**src/rtl/core/aqes_pkg.sv**
```systemverilog
package aqes_pkg;

  localparam int CW     = 24;            // coefficient width
  localparam int SW     = 32;            // stress / gradient width
  localparam int PW     = 26;            // weight matrix entry width
  localparam int PRW    = PW + SW;       // one weight x stress product
  localparam int PVW    = 60;            // P*v lane width
  localparam int ACW    = 96;            // quadratic form width
  localparam int RTW    = ACW / 2;       // root width
  localparam int RMW    = RTW + 2;       // root remainder width
  localparam int NSQ    = ACW / 2;       // root cells, two radicand bits each
  localparam int NUMW   = 72;            // divider numerator width
  localparam int DENW   = 56;            // divider denominator width
  localparam int QW     = 32;            // quotient bits, one per divider cell
  localparam int DW     = DENW + QW - 1; // aligned divisor width
  localparam int NLANE  = 6;
  localparam int GRAD_FRAC = 20;

  // floor(m/9) = (m * K9_MUL) >> K9_SHIFT, exact for m < 2**27
  localparam logic [24:0] K9_MUL   = 25'd29826162;
  localparam int          K9_SHIFT = 28;

  localparam logic [2:0] REG_MODE = 3'd0;
  localparam logic [2:0] REG_F    = 3'd1;
  localparam logic [2:0] REG_G    = 3'd2;
  localparam logic [2:0] REG_H    = 3'd3;
  localparam logic [2:0] REG_L    = 3'd4;
  localparam logic [2:0] REG_M    = 3'd5;
  localparam logic [2:0] REG_N    = 3'd6;
  localparam logic [2:0] REG_K    = 3'd7;

  localparam logic [CW-1:0] RST_FGH = 24'd524288;
  localparam logic [CW-1:0] RST_LMN = 24'd1572864;

  localparam logic [1:0] ST_OK  = 2'd0;
  localparam logic [1:0] ST_BAD = 2'd1;
  localparam logic [1:0] ST_SAT = 2'd2;

  typedef struct packed {
    logic                        vld;
    logic                        bad;
    logic [ACW-1:0]              x;
    logic [RMW-1:0]              rem;
    logic [RTW-1:0]              root;
    logic [NLANE-1:0][PVW-1:0]   pv;
  } sq_t;

  typedef struct packed {
    logic                        vld;
    logic                        bad;
    logic [SW-1:0]               eq;
    logic                        eq_sat;
    logic [NLANE-1:0]            neg;
    logic [NLANE-1:0]            ovf;
    logic [NLANE-1:0][NUMW-1:0]  rem;
    logic [NLANE-1:0][QW-1:0]    q;
    logic [DW-1:0]               d;
  } dv_t;

endpackage

```
**src/rtl/core/aqes_div_cell.sv**
```systemverilog
module aqes_div_cell
  import aqes_pkg::*;
(
  input  logic clk,
  input  logic rst_n,
  input  logic en,
  input  dv_t  d_i,
  output dv_t  q_o
);

  logic [NLANE-1:0][DW-1:0] rem_x;
  dv_t                      q_nxt;
  dv_t                      q_r;

  // one quotient bit per lane, divisor shared across lanes
  always_comb begin
    q_nxt   = d_i;
    q_nxt.d = d_i.d >> 1;
    for (int i = 0; i < NLANE; i++) begin
      rem_x[i] = DW'(d_i.rem[i]);
      if (rem_x[i] >= d_i.d) begin
        q_nxt.rem[i] = NUMW'(rem_x[i] - d_i.d);
        q_nxt.q[i]   = {d_i.q[i][QW-2:0], 1'b1};
      end else begin
        q_nxt.q[i]   = {d_i.q[i][QW-2:0], 1'b0};
      end
    end
  end

  always_ff @(posedge clk) begin
    if (!rst_n) begin
      q_r <= '0;
    end else if (en) begin
      q_r <= q_nxt;
    end
  end

  assign q_o = q_r;

endmodule

```
**config.mk**
```make
export PLATFORM = sky130hd
export DESIGN_NAME = aqes_div_cell
export DESIGN_NICKNAME = d
export VERILOG_FILES = /design/src/rtl/core/aqes_pkg.sv /design/src/rtl/core/aqes_div_cell.sv
export SDC_FILE = /design/constraint.sdc
export NUM_CORES = 2
export LEC_CHECK = 0
export BUFFER_PORTS_ARGS = -buffer_cell sky130_fd_sc_hd__buf_2
export CAP_MARGIN = 20
export CORE_AREA = 2 2 595 597
export CTS_CLUSTER_SIZE = 20
export DETAILED_ROUTE_END_ITERATION = 8
export DIE_AREA = 0 0 597 599
export HOLD_SLACK_MARGIN = 0.08
export PLACE_DENSITY = 0.32
export SYNTH_ARGS = -nofsm -noshare
export SYNTH_HDL_FRONTEND = slang
export SYNTH_SLANG_ARGS = --single-unit
```
**constraint.sdc**
```tcl
create_clock -name clk -period 4 [get_ports clk]
set_input_delay 0.4 -clock clk [delete_from_list [all_inputs] [get_ports clk]]
set_output_delay 0.4 -clock clk [all_outputs]
set_load 0.05 [all_outputs]
```
Yosys cells after proc, flatten, opt, wreduce, memory -nomap -nowiden
Index checks and enable logic that the tools add are counted.
W data, S select, Z words.
- memories: 0
- register bits after elaboration: 757
- output and inout bits: 758
- memory bits (writable): 0
- latch bits: 0
- ROM bits: 0
- logic and storage cells: 43
- eq/ne operators: 0
- $lt $le $gt $ge: 6
- add/subtract/negate cells: 6
- bitwise gates (word level): 0
- $mul: 0
- shifts and indexed selects: 0
- divide/modulo/power cells: 0
- mux-type cells: 12
- reduce and logical (&&, ||, !) cells: 0
- operators with widths (operator ; number):
    $ge A72 B87 Y1 ; 6
    $mux W72 ; 6
    $sub A72 B72 Y72 ; 6
    $mux W1 ; 6

Logic depth before layout (Yosys ltp)
- word-level depth: 2
- gate-level depth with buffers: 19

Worst setup path before layout
Ideal clock, no wire load.
- path kind: input to register
- start: input port d_i[423] (netlist bit)
- end: register q_r, in the netlist q_o[493]
- path slack: 197 ps
- path buffers: 0
- stages on the path: 16
- arrival time: 3729 ps
- cells stage by stage: inv_1 ha_1 fa_1 nor2b_1 o31a_1 o2111ai_1 a2111oi_0 o41ai_1 nand2b_1 nand2_1 a21oi_1 a41oi_1 o21ai_1 nor3b_1 mux2_2 a31oi_1
- longest elaborated chain between the ends: 2
- RTL lines (item ; RTL line ; RTL):
    start: declaration ; aqes_div_cell.sv:7 ; input dv_t d_i,
    $sub A72 B72 Y72 / $ge A72 B87 Y1 (equally long branches) ; aqes_div_cell.sv:22, aqes_div_cell.sv:21 ;
    $mux W72 * ; aqes_div_cell.sv:21 ; if (rem_x[i] >= d_i.d) begin
    end signal: assignment ; aqes_div_cell.sv:34 ; q_r <= q_nxt;
    end: declaration ; aqes_div_cell.sv:13 ; dv_t q_r;
Every way passes the cells marked *; elsewhere a longest branch is shown, timed or not.
A chain may end at the register's enable or synchronous reset.

Final worst setup path
- start: input port d_i[645] (netlist bit)
- end: register q_r, in the netlist q_o[646]
Same word-level chain as after synthesis.

==> metrics.cfg <==
[power]
power.density_nw_per_um2 = 346
intPower_mw = 19.3
leakagePower_nw = 43.6
clkPwrFrac_pct = 34.5
p_switching_mw = 12.5
p_seq_share_pct = 26.3
p_sw_share_pct = 39.4
peakVddDrop_mv = 0.349
combinationalPowerShare_pct = 39.3

[clocking]
numCtsBuffers = 116
clock_sinks = 757
cts_tree = yes
clockBufferDepth = 4
clk_pin_slew_ns = 0.08
cts_max_level = 3
clk_latency_ns = 0.81
cts_root_buf = clkbuf_16

[setup_path]
worstReg2RegStart = q_o[355]
cp-start-kind = primary input
crit_path_end_kind = flip-flop
path_buf_inv = 3
crit_slowest_cell = or4_1
cp_max_fo = 30
r2r-end = q_o[355]
r2r_slack_ns = 2.95
slowest_delay_ns = 0.59
worstPathArrival_ns = 4.69
path_cells = dlygate4sd3_1 > buf_2 > ha_1 > a21oi_1 > nand2_1 > a31oi_1 > a21oi_4 > a41oi_2 > o31a_1 > o21ai_2 > a31oi_1 > or4_1 > a21o_4 > buf_12 > a21oi_2 > a21oi_1
critPathTopFamily = compound AO/OA/AOI/OAI gates
crit_required_ns = 4.72
critical_path_class = in -> reg
r2r_cells = 2

[worst_hold_path]
holdPathEnd = q_o[620]
min_path_cells = 3
hold_path.class = in -> reg
worstHoldStart = d_i[620]

[global_route]
grt.overflow.total = 0
grt_pass1_wl_mm = 577
grtUsageTotal_pct = 23.2
grt_antenna_before_repair = 152
first_global_vias = 69400
grt_max_degree = 181

[detailed_routing]
vias_per_cell = 4.49
ant_nets = 0
wl_per_cell_um = 28.2
remaining_drc_errors = 0
dr_total_vias = 69000
routed_wl_mm = 434
first_pass_iters = 6
drt-initial-drc-count = 4372

[sta]
fmax_mhz = 252
fin_skew_ns = 0
rsz0062_at_grt = true
tns_ns = 0
period_share_pct = 99.2
finalHoldViolations = 0
fin_worst_hold_slack_ns = 0.104
slew_violations = 0
slew_headroom_pct = 18.5
setup_viol = 0
period_needed_ns = 3.97
tightest_slew_ns = 1.22

[job]
drv_cap = 0

[logic_synthesis]
syn_area_per_cell_um2 = 7.76
ys.flop_type = dfxtp_1
ys_seq_area_share_pct = 27.7
synthDistinctLibCells = 93
yosysWarnings = 0
syn_inst = 7059
ys_ff_latch = 757
synthArstFlopShare_pct = 0
syn_nets = 8258
syn_area_um2 = 54800
synth_edf_count = 0

[layout]
final_common_cell = buf_4
layout_common_cells = buf_4, buf_2, nor2_1
syn_to_final_growth_pct = 68.3
fin_util_pct = 26.2
multi_input_area_um2 = 37400
register_area_um2 = 15200
largest_reg_flops = 757
finalNonFillerCells = 15400
nNetsFinal = 11800
fillCellCount = 38600
drive_gt1_share_pct = 32.6

[place]
dpl.hpwl_mm = 365
gp_congestion = 0.892
dp.cells = 14400
port_buffers = 1511

[floorplanning]
io_pins = 1519
core_area_um2 = 351000
die_w_um = 597
die_h_um = 599
dieArea_um2 = 358000
start_util_pct = 15.6
placementRows = 218

[run_status]
status = finished, final reports clean

[worst max path at each step]
| stage | from | to | slack [ns] | depth (start not counted) |
|---|---|---|---|---|
| after global routing | d_i[33] | q_o[492] | -0.10 | 20 |
| after CTS | d_i[66] | q_o[291] | 0.004 | 19 |
| after detailed placement | d_i[0] | q_o[498] | -0.99 | 18 |
| final | d_i[645] | q_o[646] | 0.03 | 16 |
| after floorplan | d_i[423] | q_o[493] | 0.20 | 16 |
| after global placement | d_i[0] | q_o[703] | -1.05 | 20 |
[timing repair]
action | 4_1_cts | 5_1_grt
pin swaps | 0 | 6
hold buffers | 733 | 0
gates cloned | 0 | 1
setup buffers | 0 | 8
setup endpoints to repair | 12 | 223
resized for setup | 2 | 70
endpoints found under the hold margin | 734 | 0
[Yosys cell counts, types with 10 or more instances]
cell type	instances	area (um2)
and3_1	42	263
nand2_1	534	2000
o211a_1	12	120
o221ai_1	15	131
a21boi_0	21	158
nand2b_1	48	300
and4_1	11	96.3
a31oi_1	86	538
a311oi_1	45	394
nand4_1	165	1030
xnor2_1	235	2060
clkbuf_1	373	1400
a2111oi_0	12	105
a221oi_1	23	201
nor4_1	23	144
xor2_1	157	1380
buf_2	48	240
ha_1	432	5410
o31a_1	10	87.6
dfxtp_1	757	15200
nand3_1	78	390
o211ai_1	28	210
mux2i_1	473	4730
buf_1	27	101
a221o_1	12	120
o21ai_1	21	105
and2_1	20	125
or3_1	25	156
a21oi_1	851	4260
nor2b_1	56	350
o21bai_1	88	661
nor3_1	72	360
nor2_1	857	3220
o31ai_1	35	263
a21o_1	265	1990
o21ai_0	542	2710
inv_1	203	762
a211oi_1	112	841
a32oi_1	16	140
o21a_1	48	360
a22oi_1	10	75.1
a31o_2	12	105
[power by group through the flow]
stage	Clock (mW)	Sequential, mW	Combinational (mW)
finish	11.0	8.37	12.5
global route	11.6	8.41	13.3
CTS	11.4	8.36	12.5
detailed placement	0	8.52	11.8
global placement	0	8.52	11.9
floorplan	0	10.1	4.42
[logic make-up (layout without fill, tap and decap cells)]
| logic type | after synthesis | in the layout | share of synthesized area [%] |
|---|---|---|---|
| AND/OR/NAND/NOR | 1973 | 1973 | 16.0 |
| other | 1 | 44 | 0.00685 |
| buffers and inverters | 660 | 4317 | 4.70 |
| multiplexers | 481 | 481 | 8.81 |
| AO/OA/AOI/OAI | 2357 | 2357 | 26.5 |
| flip-flops | 757 | 757 | 27.7 |
| adder cells (fa/ha/maj) | 438 | 438 | 10.1 |
| XOR/XNOR | 392 | 392 | 6.27 |
[tightest hold or removal path: cells and delay by family]
family	cells	cell delay (ns)
compound gates	1	0.16
buf+inv	1	0.20
mux	1	0.18
[per-layer routing]
layer  GRT usage (%)  vias up  wire length (um)
li1                -    32800                 -
met1            29.5    33400            188000
met2            39.5     2262            204000
met3            4.03      483             25400
met4            7.25       20             16000
met5               0        -               121
[stage by stage]
step	area (um2)	setup WS, ns	power, mW
finish	92200	0.0308	31.9
global route	92100	-0.102	33.4
CTS	91700	0.00384	32.3
detailed placement	80400	-0.988	20.4
global placement	80400	-1.05	20.4
floorplan	54800	0.197	14.5
[area by class of cell]
class                   count  share of cell area, %
flip-flops and latches    757                   16.4
inverters                 205                  0.847
well taps                4620                   6.27
clock buffers             145                   3.45
repair buffers           3903                   31.5
clock inverters            64                  0.816
diodes                     43                  0.117
multi-input cells        5642                   40.6
(Power assumes the default switching activity.)
