**src/rtl/core/aqes_pkg.sv**
```systemverilog
package aqes_pkg;

  localparam int CW     = 24;            // coefficient width
  localparam int SW     = 32;            // stress / gradient width
  localparam int PW     = 26;            // weight matrix entry width
  localparam int PRW    = PW + SW;       // one weight x stress product
  localparam int PVW    = 60;            // P*v lane width
  localparam int ACW    = 96;            // quadratic form width
  localparam int RTW    = ACW / 2;       // root width
  localparam int RMW    = RTW + 2;       // root remainder width
  localparam int NSQ    = ACW / 2;       // root cells, two radicand bits each
  localparam int NUMW   = 72;            // divider numerator width
  localparam int DENW   = 56;            // divider denominator width
  localparam int QW     = 32;            // quotient bits, one per divider cell
  localparam int DW     = DENW + QW - 1; // aligned divisor width
  localparam int NLANE  = 6;
  localparam int GRAD_FRAC = 20;

  // floor(m/9) = (m * K9_MUL) >> K9_SHIFT, exact for m < 2**27
  localparam logic [24:0] K9_MUL   = 25'd29826162;
  localparam int          K9_SHIFT = 28;

  localparam logic [2:0] REG_MODE = 3'd0;
  localparam logic [2:0] REG_F    = 3'd1;
  localparam logic [2:0] REG_G    = 3'd2;
  localparam logic [2:0] REG_H    = 3'd3;
  localparam logic [2:0] REG_L    = 3'd4;
  localparam logic [2:0] REG_M    = 3'd5;
  localparam logic [2:0] REG_N    = 3'd6;
  localparam logic [2:0] REG_K    = 3'd7;

  localparam logic [CW-1:0] RST_FGH = 24'd524288;
  localparam logic [CW-1:0] RST_LMN = 24'd1572864;

  localparam logic [1:0] ST_OK  = 2'd0;
  localparam logic [1:0] ST_BAD = 2'd1;
  localparam logic [1:0] ST_SAT = 2'd2;

  typedef struct packed {
    logic                        vld;
    logic                        bad;
    logic [ACW-1:0]              x;
    logic [RMW-1:0]              rem;
    logic [RTW-1:0]              root;
    logic [NLANE-1:0][PVW-1:0]   pv;
  } sq_t;

  typedef struct packed {
    logic                        vld;
    logic                        bad;
    logic [SW-1:0]               eq;
    logic                        eq_sat;
    logic [NLANE-1:0]            neg;
    logic [NLANE-1:0]            ovf;
    logic [NLANE-1:0][NUMW-1:0]  rem;
    logic [NLANE-1:0][QW-1:0]    q;
    logic [DW-1:0]               d;
  } dv_t;

endpackage

```
**src/rtl/core/aqes_sqrt_cell.sv**
```systemverilog
module aqes_sqrt_cell
  import aqes_pkg::*;
(
  input  logic clk,
  input  logic rst_n,
  input  logic en,
  input  sq_t  d_i,
  output sq_t  q_o
);

  logic [RMW+1:0] rem_sh;
  logic [RMW+1:0] trial;
  sq_t            q_nxt;
  sq_t            q_r;

  // one root bit: bring down two radicand bits, try 4*root+1
  always_comb begin
    rem_sh = {d_i.rem, d_i.x[ACW-1 -: 2]};
    trial  = {2'b00, d_i.root, 2'b01};
    q_nxt   = d_i;
    q_nxt.x = {d_i.x[ACW-3:0], 2'b00};
    if (rem_sh >= trial) begin
      q_nxt.rem  = RMW'(rem_sh - trial);
      q_nxt.root = {d_i.root[RTW-2:0], 1'b1};
    end else begin
      q_nxt.rem  = RMW'(rem_sh);
      q_nxt.root = {d_i.root[RTW-2:0], 1'b0};
    end
  end

  always_ff @(posedge clk) begin
    if (!rst_n) begin
      q_r <= '0;
    end else if (en) begin
      q_r <= q_nxt;
    end
  end

  assign q_o = q_r;

endmodule

```
**config.mk**
```make
export PLATFORM = sky130hd
export DESIGN_NAME = aqes_sqrt_cell
export DESIGN_NICKNAME = d
export VERILOG_FILES = /design/src/rtl/core/aqes_pkg.sv /design/src/rtl/core/aqes_sqrt_cell.sv
export SDC_FILE = /design/constraint.sdc
export NUM_CORES = 1
export LEC_CHECK = 0
export ABC_AREA = 1
export BUFFER_PORTS_ARGS = -buffer_cell sky130_fd_sc_hd__buf_2
export CAP_MARGIN = 20
export CELL_PAD_IN_SITES_DETAIL_PLACEMENT = 0
export CELL_PAD_IN_SITES_GLOBAL_PLACEMENT = 1
export CORE_AREA = 2 2 431 433
export CTS_BUF_LIST = sky130_fd_sc_hd__clkbuf_4 sky130_fd_sc_hd__clkbuf_8
export DETAILED_ROUTE_END_ITERATION = 10
export DIE_AREA = 0 0 433 435
export PLACE_DENSITY = 0.46
export SKIP_CTS_REPAIR_TIMING = 1
export SLEW_MARGIN = 10
export SYNTH_ARGS = -nofsm -noshare
export SYNTH_HDL_FRONTEND = slang
export SYNTH_SLANG_ARGS = --single-unit
```
**constraint.sdc**
```tcl
create_clock -name clk -period 2.2 [get_ports clk]
set_input_delay 0.22 -clock clk [delete_from_list [all_inputs] [get_ports clk]]
set_output_delay 0.22 -clock clk [all_outputs]
set_load 0.01 [all_outputs]
```
* Yosys cells after proc, flatten, opt, wreduce, memory -nomap -nowiden *
Index checks and enable logic that the tools add are counted.

storage, ports and cells
  bits in registers = 554
  output and inout port bits = 556
  word-level logic and storage cells = 14

cells by class
  add/sub/neg operators = 1
  magnitude comparators = 1
  mux-type cells = 1

operators with widths
  cell            number
  $mux 98         1
  $ge 52x50->1    1
  $sub 50x50->50  1

* Depth between registers and ports, before layout *
  depth in word-level cells = 2
  mapped depth = 18

* Least setup slack after synthesis *
No wires, ideal clock.

  path type = input port to flip-flop
  start point = input d_i[385] (netlist bit)
  end point = register q_r (netlist bit q_o[421])
  setup time = 0.109 ns
  data arrival time = 1.903 ns
  data required time = 2.091 ns
  slack = 0.188 ns
  stages on the path = 16
  buffers on the path = 2
  cell sequence = inv_1 ha_1 nand2_2 inv_1 a21oi_1 nand2_1 nand2_1 nand2_1 a21oi_4 nand3_2 buf_6 buf_12 nand2_2 nand3_1 nand2_1 inv_1

on the way
  word-level cells in the longest chain between the ends = 2

ends and longest elaborated chain
  what                  line                  text
  start, declared       aqes_sqrt_cell.sv:7   input sq_t d_i,
  $ge 52x50->1          aqes_sqrt_cell.sv:22  if (rem_sh >= trial) begin
  $mux 98               aqes_sqrt_cell.sv:22
  end signal, assigned  aqes_sqrt_cell.sv:35  q_r <= q_nxt;
  end, declared         aqes_sqrt_cell.sv:14  sq_t q_r;

No other way between the ends.
A chain may end at the register's enable or synchronous reset.

* Worst setup path after layout *
  start point = register q_r (netlist bit q_o[290])
  end point = output q_o[290] (netlist bit)

RTL lines
  what           line                 text
  end, declared  aqes_sqrt_cell.sv:8  output sq_t q_o

No word-level cell between the ends.

==> impl_metrics.json <==
{
  "status": "finished, violations left",
  "violations": "negative hold slack",
  "finalSetupViolCount": 0,
  "clk_pin_slew_ps": 50,
  "cp-end-kind": "output pin",
  "leakage_nw": 21.96,
  "post_synth.cell_area_avg_sq_um": 6.811,
  "ys_warn_count": 0,
  "relSlewSlack": 0.4254,
  "min_period_ps": 1957,
  "grt_overflow": 0,
  "drive_gt1_frac": 0.2889,
  "grt_pass1_wl_microns": 215400,
  "antenna_found_initial": 44,
  "grt_use_total": 0.1629,
  "ys_types": 36,
  "largest_register_ffs": 554,
  "fillers": 20840,
  "crit_arrival_ps": 1740,
  "drv_cap": 0,
  "holdWs_ps": -306.6,
  "seq_area_frac_synth": 0.4621,
  "coreArea_sq_um": 184000,
  "placed_cells": 7191,
  "slew_viol_final": 0,
  "synthToLayoutAreaGrowth_pct": 80.75,
  "drtIter0Drc": 1739,
  "wire_per_inst_microns": 20.11,
  "first_pass_iters": 5,
  "drc": 0,
  "rows": 158,
  "dp_hpwl_microns": 129100,
  "crit_fanout": 2,
  "nets": 6118,
  "fin_setup_tns_ps": 0,
  "max_freq_ghz": 0.5109,
  "cts_tree": "yes",
  "detail-route-antenna-nets": 0,
  "fin_crit_sh": 0.8898,
  "die-area_sq_um": 188400,
  "cp_num_buf_inv": 1,
  "grt_max_degree": 171,
  "die_height_microns": 435,
  "cts.root.buffer_cell": "clkbuf_8",
  "gp_congestion": 0.9219,
  "clock_sinks": 554,
  "viasPerCell": 3.736,
  "p_clk_frac": 0.394,
  "start_util": 0.1304,
  "stdcell_count": 8078,
  "vias": 30180,
  "worst_hold_path_type": "input port to flop",
  "final_hold_viol_count": 1,
  "p_seq_frac": 0.378,
  "rsz0062_at_grt": "false",
  "cp-start-kind": "flop",
  "worstPathRequired_ps": 1980,
  "internal_power_mw": 20.12,
  "ir_drop_mv": 0.4917,
  "cts_max_level": 3,
  "grt_pass1_vias": 26890,
  "crit_slowest_cell": "dfxtp_1",
  "worst_slew_pin_slew_ps": 861.8,
  "ios": 1115,
  "max_stage_delay_ps": 600,
  "fp.dieW_microns": 433,
  "worst-setup-path-type": "flop to output pin",
  "finalClockSkew_ps": 0,
  "synth_cells": 3524,
  "switching_share": 0.3193,
  "power_per_cell_area_nw_per_um2": 681.3,
  "comb_power_share": 0.228,
  "crit_chain": "buf_2",
  "ys_ff_latch": 554,
  "finalWirelength_microns": 162400,
  "cts_buffer_depth": 3,
  "cts_made_buffers": 114,
  "port_buffers": 1112,
  "synth_area_sq_um": 24000,
  "worstSkewPairLatency_ps": 830,
  "cp_top_family": "flip-flops",
  "p_sw_mw": 9.436
}
## kinds of logic (layout without fill, tap and decap cells)
logic type               after synthesis  count (layout)  share of synthesized area
adder cells (fa/ha/maj)               50              50                    0.02606
flip-flops                           554             554                     0.4621
other                                  1              14                  0.0001562
XOR/XNOR                              30              30                    0.01095
AND/OR/NAND/NOR                     1736            1736                     0.2841
buffers and inverters                534            2595                    0.08607
AO/OA/AOI/OAI                        619             619                     0.1306
## synth_stat cells
cell type / number / area share
nor3_1: 5 / 0.0010
inv_2: 6 / 0.00094
nand3b_1: 2 / 0.00063
conb_1: 1 / 0.00016
nand4_1: 26 / 0.0068
nor3_2: 2 / 0.00083
or2_2: 1 / 0.00026
nand3_2: 3 / 0.0013
nor2_2: 8 / 0.0021
o21bai_1: 7 / 0.0022
buf_1: 7 / 0.0011
inv_1: 329 / 0.051
buf_6: 2 / 0.00094
nor2_4: 1 / 0.00047
nand2_2: 13 / 0.0034
a21oi_1: 95 / 0.020
o21ai_0: 513 / 0.11
dfxtp_1: 554 / 0.46
clkbuf_2: 1 / 0.00021
and2_1: 2 / 0.00052
xor2_1: 19 / 0.0069
nand2_1: 503 / 0.079
a21oi_4: 1 / 0.00068
buf_2: 8 / 0.0017
nor4_1: 2 / 0.00052
nand3_1: 96 / 0.020
xnor2_1: 11 / 0.0040
buf_12: 1 / 0.00083
a22oi_1: 1 / 0.00031
buf_4: 2 / 0.00063
clkbuf_1: 177 / 0.028
o21a_1: 1 / 0.00031
o211ai_1: 1 / 0.00031
buf_8: 1 / 0.00063
nor2_1: 1072 / 0.17
ha_1: 50 / 0.026
## power groups by stage
stage          sequential (mW)  combinational [mW]  clock [mW]
2_1_floorplan             11.6                2.16           0
3_3_place_gp              11.4                5.78           0
3_5_place_dp              11.4                5.74           0
4_1_cts                   11.2                5.77        12.2
5_1_grt                   11.3                7.40        12.6
6_report                  11.2                6.75        11.6
## cell usage in the layout, fill, tap and decap left out, types with 2 or more instances in the layout
master         Yosys  layout
a21oi_1           95      95
and2_1             2       2
buf_12             1      19
buf_2              8    1110
buf_4              2     254
buf_8              1       2
clkbuf_4           0      36
clkbuf_8           0     138
clkinv_2           0       9
clkinvlp_4         0       4
conb_1             1       2
dfxtp_1          554     554
diode_2            0      12
dlygate4sd3_1      0     682
ha_1              50      50
inv_1            329     328
inv_2              6       6
inv_8              0       2
nand2_1          503     503
nand2_2           13      13
nand3_1           96      96
nand3_2            3       3
nand3b_1           2       2
nand4_1           26      26
nor2_1          1072    1072
nor2_2             8       8
nor3_1             5       5
nor3_2             2       2
nor4_1             2       2
o21ai_0          513     513
o21bai_1           7       7
xnor2_1           11      11
xor2_1            19      19
## area by class of cell
class	count	area, sq um	area share
flip-flops and latches	554	11090	0.2556
repair buffers	2067	14700	0.3388
clock buffers	174	2170	0.05001
diodes	12	30.03	0.0006922
multi-input cells	2437	10850	0.2501
inverters	335	1265	0.02916
well taps	2480	3103	0.07152
clock inverters	19	177.7	0.004095
## per-layer routing
metal  global-route usage  routed length, microns
met2               0.2633                   76780
met5                    0                      69
met4              0.07427                    5964
met1               0.2021                   70000
met3              0.04107                    9614
## stage by stage
| stage | hold slack [ps] | setup slack [ps] | total power [mW] | area, sq um | utilization |
|---|---|---|---|---|---|
| floorplan | 354.9 | 188.1 | 13.81 | 24010 | - |
| global placement | 441.4 | -631.0 | 17.13 | 34180 | 0.1857 |
| detailed placement | 446.5 | -617.3 | 17.11 | 34180 | 0.1857 |
| CTS | -586.0 | 111.5 | 29.12 | 36530 | 0.1985 |
| global route | -356.5 | 148.1 | 31.23 | 43370 | 0.2357 |
| finish | -306.6 | 242.5 | 29.56 | 43380 | 0.2357 |
## worst paths after layout
path,depth (start not counted),slack [ps],start,end
max,1,240,q_o[290],q_o[290]
min,5,-310,d_i[424],q_o[426]
max reg2reg,3,740,q_o[285],q_o[285]
min reg2reg,2,460,q_o[444],q_o[444]
No activity file was read; power rests on OpenSTA's default activity.
